File: src/design/tflc_pkg.sv
`timescale 1ns / 1ps

package tflc_pkg;

   // Opcodes of an input item
   localparam logic OP_TICK    = 1'b0;
   localparam logic OP_RESTART = 1'b1;

   // Configuration register indexes
   localparam logic [2:0] CSR_BATTERY_BASELINE = 3'd0;
   localparam logic [2:0] CSR_DEAD_ZONE        = 3'd1;
   localparam logic [2:0] CSR_BIG_STEP_ZONE    = 3'd2;
   localparam logic [2:0] CSR_COOLDOWN_TICKS   = 3'd3;
   localparam logic [2:0] CSR_CPU_LEVEL1       = 3'd4;
   localparam logic [2:0] CSR_CPU_LEVEL2       = 3'd5;
   localparam logic [2:0] CSR_CPU_LEVEL3       = 3'd6;
   localparam logic [2:0] CSR_CPU_CLEAR        = 3'd7;

   localparam int CSR_INDEX_W = 3;
   localparam int CSR_DATA_W  = 11;

   // Level and emergency codes
   localparam logic [3:0] LEVEL_TOP   = 4'd10;
   localparam logic [1:0] EMERG_NONE  = 2'd0;
   localparam logic [1:0] EMERG_LOW   = 2'd1;
   localparam logic [1:0] EMERG_MID   = 2'd2;
   localparam logic [1:0] EMERG_HIGH  = 2'd3;

   localparam logic [7:0]  COOLER_FLOOR = 8'd1;
   localparam logic [7:0]  COOLER_CEIL  = 8'd194;
   localparam logic [10:0] CPU_FILTER_RESET = 11'd250;

   typedef struct packed {
      logic [9:0]  battery_baseline;
      logic [7:0]  dead_zone;
      logic [7:0]  big_step_zone;
      logic [3:0]  cooldown_ticks;
      logic [10:0] cpu_level1_threshold;
      logic [10:0] cpu_level2_threshold;
      logic [10:0] cpu_level3_threshold;
      logic [10:0] cpu_clear_threshold;
   } cfg_type;

   typedef struct packed {
      logic        opcode;
      logic [9:0]  battery_temp;
      logic        battery_valid;
      logic [10:0] cpu_temp;
      logic        cpu_valid;
   } item_type;

   typedef struct packed {
      logic [3:0]  base_level;
      logic [1:0]  emerg_level;
      logic [10:0] cpu_filtered;
      logic        filter_primed;
      logic [3:0]  cooldown_left;
      logic [9:0]  last_battery_temp;
      logic        last_battery_known;
      logic [3:0]  last_sent_level;
      logic        last_sent_known;
   } state_type;

   typedef struct packed {
      logic        changed;
      logic [3:0]  applied_level;
      logic        run_mode;
      logic [5:0]  target_temp;
      logic [12:0] fixed_fan_rpm;
      logic [7:0]  cooler_intensity;
      logic [12:0] fan_rpm_limit;
      logic [1:0]  emergency_now;
      logic [3:0]  base_level_now;
   } result_type;

   localparam state_type STATE_RESET = '{
      base_level:         4'd0,
      emerg_level:        EMERG_NONE,
      cpu_filtered:       CPU_FILTER_RESET,
      filter_primed:      1'b0,
      cooldown_left:      4'd0,
      last_battery_temp:  10'd0,
      last_battery_known: 1'b0,
      last_sent_level:    4'd0,
      last_sent_known:    1'b0
   };

   // Minimum level forced by each emergency level
   function automatic logic [3:0] forced_level(input logic [1:0] emerg);
      logic [3:0] lvl;
      unique case (emerg)
         EMERG_NONE: lvl = 4'd0;
         EMERG_LOW:  lvl = 4'd5;
         EMERG_MID:  lvl = 4'd7;
         EMERG_HIGH: lvl = 4'd9;
      endcase
      return lvl;
   endfunction

   function automatic logic [12:0] fan_rpm(input logic [3:0] lvl);
      logic [12:0] rpm;
      unique case (lvl)
         4'd0:    rpm = 13'd2000;
         4'd1:    rpm = 13'd2200;
         4'd2:    rpm = 13'd2500;
         4'd3:    rpm = 13'd2900;
         4'd4:    rpm = 13'd3400;
         4'd5:    rpm = 13'd4000;
         4'd6:    rpm = 13'd4600;
         4'd7:    rpm = 13'd5100;
         4'd8:    rpm = 13'd5500;
         4'd9:    rpm = 13'd5800;
         4'd10:   rpm = 13'd6000;
         default: rpm = 13'd0;
      endcase
      return rpm;
   endfunction

   // 1 = fixed power mode, 0 = smart target mode
   function automatic logic run_mode(input logic [3:0] lvl);
      logic mode;
      unique case (lvl)
         4'd0, 4'd1, 4'd2, 4'd3, 4'd10: mode = 1'b1;
         default:                       mode = 1'b0;
      endcase
      return mode;
   endfunction

   function automatic logic [5:0] target_temp(input logic [3:0] lvl);
      logic [5:0] tgt;
      unique case (lvl)
         4'd4:    tgt = 6'd18;
         4'd5:    tgt = 6'd16;
         4'd6:    tgt = 6'd15;
         4'd7:    tgt = 6'd14;
         4'd8:    tgt = 6'd13;
         4'd9:    tgt = 6'd12;
         default: tgt = 6'd20;
      endcase
      return tgt;
   endfunction

   // Cooler strength, already clamped to the floor and ceiling
   function automatic logic [7:0] cooler_level(input logic [3:0] lvl);
      logic [7:0] raw;
      logic [7:0] clamped;
      unique case (lvl)
         4'd0:    raw = 8'd20;
         4'd1:    raw = 8'd40;
         4'd2:    raw = 8'd60;
         4'd3:    raw = 8'd80;
         4'd10:   raw = 8'd190;
         default: raw = 8'd0;
      endcase
      if (raw < COOLER_FLOOR) begin
         clamped = COOLER_FLOOR;
      end else if (raw > COOLER_CEIL) begin
         clamped = COOLER_CEIL;
      end else begin
         clamped = raw;
      end
      return clamped;
   endfunction

endpackage

File: src/design/tflc_csr.sv
`timescale 1ns / 1ps

module tflc_csr import tflc_pkg::*; (
   input  logic                   clock,
   input  logic                   reset,
   input  logic                   csr_valid,
   output logic                   csr_ready,
   input  logic [CSR_INDEX_W-1:0] csr_index,
   input  logic [CSR_DATA_W-1:0]  csr_data,
   output cfg_type                cfg_o
);

   cfg_type cfg_ff;
   cfg_type cfg_in;

   assign csr_ready = 1'b1;
   assign cfg_o     = cfg_ff;

   // Decode the write into the addressed register
   always_comb begin
      cfg_in = cfg_ff;
      if (csr_valid) begin
         unique case (csr_index)
            CSR_BATTERY_BASELINE: cfg_in.battery_baseline     = csr_data[9:0];
            CSR_DEAD_ZONE:        cfg_in.dead_zone            = csr_data[7:0];
            CSR_BIG_STEP_ZONE:    cfg_in.big_step_zone        = csr_data[7:0];
            CSR_COOLDOWN_TICKS:   cfg_in.cooldown_ticks       = csr_data[3:0];
            CSR_CPU_LEVEL1:       cfg_in.cpu_level1_threshold = csr_data;
            CSR_CPU_LEVEL2:       cfg_in.cpu_level2_threshold = csr_data;
            CSR_CPU_LEVEL3:       cfg_in.cpu_level3_threshold = csr_data;
            CSR_CPU_CLEAR:        cfg_in.cpu_clear_threshold  = csr_data;
         endcase
      end
   end

   always_ff @(posedge clock) begin
      if (reset) begin
         cfg_ff.battery_baseline     <= 10'd350;
         cfg_ff.dead_zone            <= 8'd7;
         cfg_ff.big_step_zone        <= 8'd20;
         cfg_ff.cooldown_ticks       <= 4'd4;
         cfg_ff.cpu_level1_threshold <= 11'd650;
         cfg_ff.cpu_level2_threshold <= 11'd750;
         cfg_ff.cpu_level3_threshold <= 11'd850;
         cfg_ff.cpu_clear_threshold  <= 11'd550;
      end else begin
         cfg_ff <= cfg_in;
      end
   end

endmodule

File: src/design/tflc_step.sv
`timescale 1ns / 1ps

module tflc_step import tflc_pkg::*; (
   input  item_type   item_i,
   input  cfg_type    cfg_i,
   input  state_type  state_i,
   output state_type  state_o,
   output result_type result_o
);

   state_type   nxt;
   logic [12:0] blend;
   logic [10:0] filt;
   logic [1:0]  emerg;
   logic [9:0]  init_diff;
   logic [17:0] init_prod;
   logic [6:0]  init_quot;
   logic [3:0]  init_level;
   logic        batt_low;
   logic [9:0]  mag;
   logic [1:0]  step;
   logic        take_batt;
   logic [4:0]  sum;
   logic [3:0]  forced;
   logic [3:0]  lvl;

   always_comb begin
      nxt       = state_i;
      emerg     = state_i.emerg_level;
      take_batt = 1'b0;
      sum       = 5'd0;

      // Filter: (new*25 + old*75)/100 equals (new + 3*old)/4
      blend = {2'b00, item_i.cpu_temp} + {1'b0, state_i.cpu_filtered, 1'b0}
            + {2'b00, state_i.cpu_filtered};
      filt  = state_i.filter_primed ? blend[12:2] : item_i.cpu_temp;

      // Restart level: (batt - baseline)/10 by reciprocal, exact below 1024
      init_diff  = item_i.battery_temp - cfg_i.battery_baseline;
      init_prod  = {8'd0, init_diff} * 18'd205;
      init_quot  = init_prod[17:11];
      if (!item_i.battery_valid || item_i.battery_temp <= cfg_i.battery_baseline) begin
         init_level = 4'd0;
      end else if (init_quot > {3'd0, LEVEL_TOP}) begin
         init_level = LEVEL_TOP;
      end else begin
         init_level = init_quot[3:0];
      end

      // Battery deviation from the baseline
      batt_low = item_i.battery_temp < cfg_i.battery_baseline;
      mag      = batt_low ? (cfg_i.battery_baseline - item_i.battery_temp)
                          : (item_i.battery_temp - cfg_i.battery_baseline);
      if (mag > {2'b00, cfg_i.big_step_zone}) begin
         step = 2'd2;
      end else if (mag > {2'b00, cfg_i.dead_zone}) begin
         step = 2'd1;
      end else begin
         step = 2'd0;
      end

      if (item_i.opcode == OP_RESTART) begin
         nxt            = STATE_RESET;
         nxt.base_level = init_level;
      end else begin
         // Move the emergency level with hysteresis
         if (item_i.cpu_valid) begin
            nxt.cpu_filtered  = filt;
            nxt.filter_primed = 1'b1;
            priority if (filt > cfg_i.cpu_level3_threshold) begin
               emerg = EMERG_HIGH;
            end else if (filt > cfg_i.cpu_level2_threshold) begin
               emerg = EMERG_MID;
            end else if (filt > cfg_i.cpu_level1_threshold) begin
               emerg = EMERG_LOW;
            end else if (filt < cfg_i.cpu_clear_threshold) begin
               emerg = EMERG_NONE;
            end else if (filt < cfg_i.cpu_level1_threshold
                         && state_i.emerg_level >= EMERG_MID) begin
               emerg = EMERG_LOW;
            end else if (filt < cfg_i.cpu_level2_threshold
                         && state_i.emerg_level == EMERG_HIGH) begin
               emerg = EMERG_MID;
            end else begin
               emerg = state_i.emerg_level;
            end
            // Cap the base level when leaving an emergency level
            if (emerg != state_i.emerg_level) begin
               if (state_i.emerg_level == EMERG_HIGH && state_i.base_level > 4'd9) begin
                  nxt.base_level = 4'd9;
               end
               if (state_i.emerg_level == EMERG_MID && emerg < EMERG_MID
                   && state_i.base_level > 4'd7) begin
                  nxt.base_level = 4'd7;
               end
               if (state_i.emerg_level == EMERG_LOW && emerg == EMERG_NONE
                   && state_i.base_level > 4'd5) begin
                  nxt.base_level = 4'd5;
               end
               nxt.cooldown_left = cfg_i.cooldown_ticks;
               nxt.emerg_level   = emerg;
            end
         end

         // Count down the cooldown, then step the base level
         if (nxt.cooldown_left != 4'd0) begin
            nxt.cooldown_left = nxt.cooldown_left - 4'd1;
         end
         take_batt = item_i.battery_valid
                   && !(state_i.last_battery_known
                        && item_i.battery_temp == state_i.last_battery_temp)
                   && nxt.cooldown_left == 4'd0;
         if (take_batt) begin
            nxt.last_battery_temp  = item_i.battery_temp;
            nxt.last_battery_known = 1'b1;
            if (step != 2'd0) begin
               if (batt_low) begin
                  nxt.base_level = (nxt.base_level < {2'b00, step}) ? 4'd0
                                 : nxt.base_level - {2'b00, step};
               end else begin
                  sum = {1'b0, nxt.base_level} + {3'b000, step};
                  nxt.base_level = (sum > {1'b0, LEVEL_TOP}) ? LEVEL_TOP : sum[3:0];
               end
               nxt.cooldown_left = cfg_i.cooldown_ticks;
            end
         end
      end

      // Apply the forced minimum and report a change of level
      forced = forced_level(nxt.emerg_level);
      lvl    = (nxt.base_level > forced) ? nxt.base_level : forced;
      if (lvl > LEVEL_TOP) begin
         lvl = LEVEL_TOP;
      end
      result_o.changed = !nxt.last_sent_known || nxt.last_sent_level != lvl;
      nxt.last_sent_known = 1'b1;
      nxt.last_sent_level = lvl;

      result_o.applied_level    = lvl;
      result_o.run_mode         = run_mode(lvl);
      result_o.target_temp      = target_temp(lvl);
      result_o.fixed_fan_rpm    = run_mode(lvl) ? fan_rpm(lvl) : 13'd0;
      result_o.cooler_intensity = run_mode(lvl) ? cooler_level(lvl) : 8'd0;
      result_o.fan_rpm_limit    = run_mode(lvl) ? 13'd0 : fan_rpm(lvl);
      result_o.emergency_now    = nxt.emerg_level;
      result_o.base_level_now   = nxt.base_level;

      state_o = nxt;
   end

endmodule

File: src/design/thermal_fan_level_controller_core.sv
`timescale 1ns / 1ps
// Thermal fan level controller.
// The req_ channel carries one tick or restart item: opcode, battery_temp,
// battery_valid, cpu_temp and cpu_valid. For every item the rsp_ channel
// returns exactly one result with the applied level, the fan and cooler
// settings, the emergency level and the base level, in order.
// An accepted item lands in an input register; once the result register is
// free, the whole update runs in one pass of logic into the result register
// and the controller state. One item per cycle is sustained while the
// receiver holds rsp_ready high: the input register and the result register
// each hold one item, so a new item is taken while a finished result still
// waits.
// When the receiver holds rsp_ready low, the result stays in place; the
// input register still takes one more item, and req_ready drops only when
// both registers are full.
// The csr_ channel writes the eight configuration registers by index and
// is always ready; write it only while no item is in flight.
// Synchronous reset loads the default configuration, clears the state
// (filter value 250, not primed) and empties both registers.

module thermal_fan_level_controller_core import tflc_pkg::*; (
   input  logic                   clock,
   input  logic                   reset,
   input  logic                   req_valid,
   output logic                   req_ready,
   input  logic                   req_opcode,
   input  logic [9:0]             req_battery_temp,
   input  logic                   req_battery_valid,
   input  logic [10:0]            req_cpu_temp,
   input  logic                   req_cpu_valid,
   output logic                   rsp_valid,
   input  logic                   rsp_ready,
   output logic                   rsp_changed,
   output logic [3:0]             rsp_applied_level,
   output logic                   rsp_run_mode,
   output logic [5:0]             rsp_target_temp,
   output logic [12:0]            rsp_fixed_fan_rpm,
   output logic [7:0]             rsp_cooler_intensity,
   output logic [12:0]            rsp_fan_rpm_limit,
   output logic [1:0]             rsp_emergency_now,
   output logic [3:0]             rsp_base_level_now,
   input  logic                   csr_valid,
   output logic                   csr_ready,
   input  logic [CSR_INDEX_W-1:0] csr_index,
   input  logic [CSR_DATA_W-1:0]  csr_data
);

   cfg_type    cfg;
   item_type   in_item_ff;
   logic       in_valid_ff;
   logic       in_valid_in;
   state_type  state_ff;
   state_type  state_next;
   result_type step_result;
   result_type result_ff;
   logic       rsp_valid_ff;
   logic       rsp_valid_in;
   logic       advance;
   logic       req_accept;

   tflc_csr u_csr (
      .clock     (clock),
      .reset     (reset),
      .csr_valid (csr_valid),
      .csr_ready (csr_ready),
      .csr_index (csr_index),
      .csr_data  (csr_data),
      .cfg_o     (cfg)
   );

   tflc_step u_step (
      .item_i   (in_item_ff),
      .cfg_i    (cfg),
      .state_i  (state_ff),
      .state_o  (state_next),
      .result_o (step_result)
   );

   // Move an item to the result register when that register is free
   assign advance    = in_valid_ff && (!rsp_valid_ff || rsp_ready);
   assign req_ready  = !in_valid_ff || advance;
   assign req_accept = req_valid && req_ready;

   always_comb begin
      in_valid_in = in_valid_ff;
      if (req_accept) begin
         in_valid_in = 1'b1;
      end else if (advance) begin
         in_valid_in = 1'b0;
      end
      rsp_valid_in = rsp_valid_ff;
      if (advance) begin
         rsp_valid_in = 1'b1;
      end else if (rsp_ready) begin
         rsp_valid_in = 1'b0;
      end
   end

   // Control and state
   always_ff @(posedge clock) begin
      if (reset) begin
         in_valid_ff  <= 1'b0;
         rsp_valid_ff <= 1'b0;
         state_ff     <= STATE_RESET;
      end else begin
         in_valid_ff  <= in_valid_in;
         rsp_valid_ff <= rsp_valid_in;
         if (advance) begin
            state_ff <= state_next;
         end
      end
   end

   // Payload registers
   always_ff @(posedge clock) begin
      if (req_accept) begin
         in_item_ff.opcode        <= req_opcode;
         in_item_ff.battery_temp  <= req_battery_temp;
         in_item_ff.battery_valid <= req_battery_valid;
         in_item_ff.cpu_temp      <= req_cpu_temp;
         in_item_ff.cpu_valid     <= req_cpu_valid;
      end
      if (advance) begin
         result_ff <= step_result;
      end
   end

   assign rsp_valid            = rsp_valid_ff;
   assign rsp_changed          = result_ff.changed;
   assign rsp_applied_level    = result_ff.applied_level;
   assign rsp_run_mode         = result_ff.run_mode;
   assign rsp_target_temp      = result_ff.target_temp;
   assign rsp_fixed_fan_rpm    = result_ff.fixed_fan_rpm;
   assign rsp_cooler_intensity = result_ff.cooler_intensity;
   assign rsp_fan_rpm_limit    = result_ff.fan_rpm_limit;
   assign rsp_emergency_now    = result_ff.emergency_now;
   assign rsp_base_level_now   = result_ff.base_level_now;

   // Base level never leaves 0..10
   a_base_range: assert property (@(posedge clock) disable iff (reset)
      state_ff.base_level <= LEVEL_TOP)
      else $error("base level out of range");

   // Applied level covers both the base level and the forced minimum
   a_level_floor: assert property (@(posedge clock) disable iff (reset)
      rsp_valid |-> (rsp_applied_level >= rsp_base_level_now
                     && rsp_applied_level >= forced_level(rsp_emergency_now)))
      else $error("applied level below base or forced minimum");

   // A restart reports a change and clears the emergency level
   a_restart_result: assert property (@(posedge clock) disable iff (reset)
      (advance && in_item_ff.opcode == OP_RESTART)
      |=> (rsp_valid && rsp_changed && rsp_emergency_now == EMERG_NONE))
      else $error("restart result wrong");

endmodule

File: config.mk
export PLATFORM = sky130hd
export DESIGN_NAME = thermal_fan_level_controller_core
export DESIGN_NICKNAME = d
export VERILOG_FILES = /design/src/design/tflc_pkg.sv /design/src/design/tflc_csr.sv /design/src/design/tflc_step.sv /design/src/design/thermal_fan_level_controller_core.sv
export SDC_FILE = /design/constraint.sdc
export NUM_CORES = 1
export LEC_CHECK = 0
export BUFFER_PORTS_ARGS = -buffer_cell sky130_fd_sc_hd__buf_2
export CORE_UTILIZATION = 45
export DETAILED_ROUTE_END_ITERATION = 12
export PLACE_DENSITY = 0.7
export SETUP_SLACK_MARGIN = 0.15
export SYNTH_ARGS = -nofsm -noshare
export SYNTH_HDL_FRONTEND = slang
export SYNTH_SLANG_ARGS = --single-unit
File: constraint.sdc
create_clock -name clock -period 22 [get_ports clock]
set_input_delay 2.2 -clock clock [delete_from_list [all_inputs] [get_ports clock]]
set_output_delay 2.2 -clock clock [all_outputs]
set_load 0.005 [all_outputs]
==> impl_table.tex <==
\begin{tabular}{lr}
\hline
Metric & Value \\
\hline
\multicolumn{2}{l}{\textbf{Logic synthesis}} \\
\quad Leading register cell type out of synthesis & sky130\_fd\_sc\_hd\_\_dfxtp\_1 \\
\quad Number of distinct library cells after synthesis & 89 \\
\quad Total number of yosys warnings & 0 \\
\quad Synth Register Bits & approximately 180 \\
\quad Post-synth EDFFs & 69 \\
\quad Mapped Area & approximately 0.013 mm² \\
\quad Post-Synthesis Mean Instance Area & between 9 and 10 µm² \\
\quad Async SR Flop Fraction & 0\% \\
\quad Post-synthesis sequential area ratio & between 30\% and 40\% \\
\quad Cells after Synth & 1401 \\
\multicolumn{2}{l}{\textbf{Worst setup path}} \\
\quad Internal reg-to-reg setup slack & roughly 11 ns \\
\quad Cell seen most often among critical-path stages & sky130\_fd\_sc\_hd\_\_a21oi\_1 \\
\quad WP data arrival & approximately 12 ns \\
\quad Depth of the most critical reg-to-reg path & 48 \\
\quad Worst endpoint required time & between 20 and 25 ns \\
\quad Start-to-end type of the worst setup path & register to register \\
\quad Critical Path End Type & register \\
\quad Worst setup path endpoint & rsp\_target\_temp[2]\$\_DFFE\_PP\_ \\
\quad Crit. Startpoint & in\_item\_ff[3]\$\_DFFE\_PP\_ \\
\quad Longest individual stage delay on the worst path & 0.62 ns \\
\quad Crit Path Max Fanout & 18 \\
\quad Nature of the critical path startpoint & register \\
\quad Beginning of the worst register-to-register path & in\_item\_ff[3]\$\_DFFE\_PP\_ \\
\quad Endpoint of the worst register-to-register path & rsp\_target\_temp[2]\$\_DFFE\_PP\_ \\
\quad CP max stage cell & sky130\_fd\_sc\_hd\_\_a41oi\_1 \\
\multicolumn{2}{l}{\textbf{Floorplan}} \\
\quad Core Rows & 61 \\
\quad Die span in y & $\sim$170 µm \\
\quad Top Ports & a little under 100 \\
\quad Starting Density & 45.87\% \\
\quad Core footprint & 0.02793 mm² \\
\quad DIE WIDTH & approximately 170 µm \\
\quad Floorplan die area & roughly 0.029 mm² \\
\multicolumn{2}{l}{\textbf{STA}} \\
\quad Post-layout minimum cycle time & 11.45 ns \\
\quad Layout Skew & between 0.02 and 0.025 ns \\
\quad Number of setup violations in the final report & 0 \\
\quad Relative max-transition margin & about 20\% \\
\quad Peak Freq & 87.34 MHz \\
\quad TNS Setup & 0 ns \\
\quad Worst hold slack & roughly 0.46 ns \\
\quad Final Hold Violating Endpoints & 0 \\
\quad Worst Max-Slew Pin Slew & between 1 and 1.5 ns \\
\quad Pins Over Slew Limit & 0 \\
\quad Setup repair after global routing missed its margin & no \\
\quad Ratio of final minimum period to clock period & 52.05\% \\
\multicolumn{2}{l}{\textbf{CTS}} \\
\quad Maximum buffer depth of the clock tree & 2 \\
\quad Sink Count & around 180 \\
\quad Clock insertion delay at the later pin of the skew report & around 0.45 ns \\
\quad Setup Buffers After CTS & 0 \\
\quad Total clock buffers created by CTS & 17 \\
\quad Master cell of the clock root buffer & sky130\_fd\_sc\_hd\_\_clkbuf\_16 \\
\quad Post-cts hold buffer count & 0 \\
\quad TritonCTS clock tree & built \\
\quad Cells resized by post-CTS repair & 0 \\
\quad Number of H-tree levels & 4 \\
\quad CTS clock-pin slew for the worst setup and hold paths & 0.08 ns \\
\multicolumn{2}{l}{\textbf{Routing}} \\
\quad Routed length per placed instance & between 15 and 20 µm \\
\quad Avg Vias per Cell & 5.494 \\
\quad Pre-antenna DRT Iters & 5 \\
\quad Total number of vias & between 10000 and 15000 \\
\quad Total length of routed wires & 30300 µm \\
\quad First-iteration detailed-routing DRC count & between 600 and 700 \\
\quad DRC violation count after routing & 0 \\
\quad Remaining number of nets flagged by the antenna check after routing & 0 \\
\multicolumn{2}{l}{\textbf{Global route}} \\
\quad First-pass GRT wire length & approximately 50000 µm \\
\quad Maximum number of pins on one net before global-route repair & 75 \\
\quad Aggregate global-route resource usage & 21.67\% \\
\quad Number of global-route vias before repair & $\sim$10000 \\
\quad Residual overflow from global routing & 0 \\
\quad Number of antenna violations at the first check in global routing & 0 \\
\multicolumn{2}{l}{\textbf{Place}} \\
\quad Gp weighted congestion & approximately 0.9 \\
\quad \# port buffers & a little over 90 \\
\quad Placement Cell Area & approximately 0.014 mm² \\
\quad Post-DP HPWL & between 20000 and 25000 µm \\
\multicolumn{2}{l}{\textbf{Hold path}} \\
\quad Worst hold path type & register to register \\
\multicolumn{2}{l}{\textbf{Finish}} \\
\quad Area growth from synthesis to layout & 10.87\% \\
\quad Post-layout instance area & about 0.014 mm² \\
\quad Reg area & 0.004354 mm² \\
\quad Diode count & 0 \\
\quad Core Util, Final & 50.86\% \\
\quad Fraction of layout instances using a drive strength above 1 & a little under an eighth \\
\quad Filler cell count & 2665 \\
\quad Final Net Count & 1692 \\
\quad Multi-input gate area & 0.007655 mm² \\
\multicolumn{2}{l}{\textbf{Power}} \\
\quad Ratio of total power to cell area & $\sim$110 mW/mm² \\
\quad Worst IR Drop VDD & about 0.000066 V \\
\quad Leakage dissipation & 6.150 nW \\
\multicolumn{2}{l}{\textbf{Run status}} \\
\quad Run status & complete, no violations \\
\multicolumn{2}{l}{\textbf{Job}} \\
\quad Max capacitance violation total & 0 \\
\hline
\end{tabular}
cells in the mapped netlist (all sizes together) (7+ instances only):
cell type  count  area, µm²
or3            7      43.79
nand3b        10      75.07
a31oi         10      62.56
mux2           8      90.09
inv          146      550.5
o211ai         7      52.55
nand3         15      87.59
buf           15      92.58
mux2i         30      300.3
and2           8      50.05
o22ai         13      81.33
nand2        122      457.9
nand4         15      100.1
o21a          14      105.1
xor2          12      105.1
fa            32      640.6
a211o         34      297.8
nor3          21      105.1
nor2b         12      75.07
a21oi        100      511.8
xnor2         27      236.5
edfxtp        69       2072
dfxtp        114       2282
clkbuf        48      181.4
nor2         125      469.2
o21ai         57      289.0
a22oi         19      142.6
nand2b        23      143.9
a211oi        13      107.6
ha           155       1939
a21o          24      180.2
final cells by class:
class                      count  share of cell area [%]
multi-input combinational   1013                   53.88
sequential                   183                   30.65
inverter                     146                   3.875
timing repair buffer         101                   3.752
tap                          378                   3.329
clock buffer                  17                   2.995
clock inverter                15                   1.515
cells by family (layout without fill, tap and decap cells):
group	Yosys count	after routing	share of synthesized area, %
AND/OR/NAND/NOR	390	390	14.42
AO/OA/AOI/OAI	353	353	19.26
buffers and inverters	209	279	6.435
adder cells (fa/ha/maj)	187	187	20.13
flip-flops	183	183	33.98
XOR/XNOR	39	39	2.666
multiplexers	38	38	3.047
other	2	6	0.05861
power breakdown:
part	switching (mW)	total (mW)	internal, mW
registers	0.0166	0.439	0.423
clock network	0.160	0.327	0.167
logic	0.457	0.758	0.301
total	0.633	1.52	0.891
cell usage in the layout, fill, tap and decap left out, types with 13 or more instances in the layout:
cell type,instances
sky130_fd_sc_hd__a211o_1,34
sky130_fd_sc_hd__a21o_1,24
sky130_fd_sc_hd__a21oi_1,99
sky130_fd_sc_hd__a22oi_1,19
sky130_fd_sc_hd__buf_2,90
sky130_fd_sc_hd__clkbuf_16,17
sky130_fd_sc_hd__dfxtp_1,114
sky130_fd_sc_hd__edfxtp_1,69
sky130_fd_sc_hd__fa_1,32
sky130_fd_sc_hd__ha_1,155
sky130_fd_sc_hd__inv_1,144
sky130_fd_sc_hd__mux2i_1,30
sky130_fd_sc_hd__nand2_1,122
sky130_fd_sc_hd__nand2b_1,23
sky130_fd_sc_hd__nand3_1,14
sky130_fd_sc_hd__nand4_1,14
sky130_fd_sc_hd__nor2_1,125
sky130_fd_sc_hd__nor3_1,20
sky130_fd_sc_hd__o21a_1,14
sky130_fd_sc_hd__o21ai_0,50
sky130_fd_sc_hd__o22ai_1,13
sky130_fd_sc_hd__xnor2_1,27
state kept, by name (all words and copies together), names as in the netlist, 2 cells and up:
register / cells
rsp_emergency_now: 2
in_item_ff: 24
rsp_target_temp: 5
rsp_fan_rpm_limit: 11
state_ff: 38
u_csr.cfg_o: 74
rsp_cooler_intensity: 6
rsp_fixed_fan_rpm: 11
rsp_base_level_now: 4
rsp_applied_level: 4
layer usage:
| metal | wire length [µm] | vias to the layer above | GRT usage [%] | share of wire [%] |
|---|---|---|---|---|
| li1 | - | 5085 | - | - |
| met1 | 14830 | 4808 | 30.53 | 49 |
| met2 | 13670 | 245 | 34.45 | 45 |
| met3 | 1148 | 42 | 2.591 | 3.8 |
| met4 | 654 | 0 | 6.894 | 2.2 |
| met5 | 0 | - | 0 | 0 |
critical path: cells and delay by family (launching register included):
family | cells | cell delay [ns]
flops | 1 | 0.42
xor+xnor | 2 | 0.29
fa+ha+maj | 6 | 2.31
buf+inv | 3 | 0.51
simple gates | 7 | 0.97
mux | 3 | 0.73
compound gates | 27 | 5.95
stage by stage:
step | power (mW) | worst slack (ns) | std cells
2_1_floorplan | 1.013 | 11.80 | 1405
3_3_place_gp | 1.182 | 11.03 | 1821
3_5_place_dp | 1.204 | 10.75 | 1821
4_1_cts | 1.536 | 10.67 | 1853
5_1_grt | 1.661 | 9.293 | 1853
6_report | 1.524 | 10.55 | 1853
worst min-delay path by stage:
stage	start	end	slack (ns)	cells after the start
after floorplan	u_csr.cfg_o[0]$_SDFFE_PP0P_	u_csr.cfg_o[0]$_SDFFE_PP0P_	0.43	2
after global placement	u_csr.cfg_o[60]$_SDFFE_PP0P_	u_csr.cfg_o[60]$_SDFFE_PP0P_	0.44	2
after detailed placement	u_csr.cfg_o[63]$_SDFFE_PP0P_	u_csr.cfg_o[63]$_SDFFE_PP0P_	0.45	2
after CTS	u_csr.cfg_o[55]$_SDFFE_PP0P_	u_csr.cfg_o[55]$_SDFFE_PP0P_	0.46	2
after global routing	u_csr.cfg_o[48]$_SDFFE_PP0P_	u_csr.cfg_o[48]$_SDFFE_PP0P_	0.48	2
final	u_csr.cfg_o[8]$_SDFFE_PP0P_	u_csr.cfg_o[8]$_SDFFE_PP0P_	0.46	2
No activity file was read; power rests on OpenSTA's default activity.
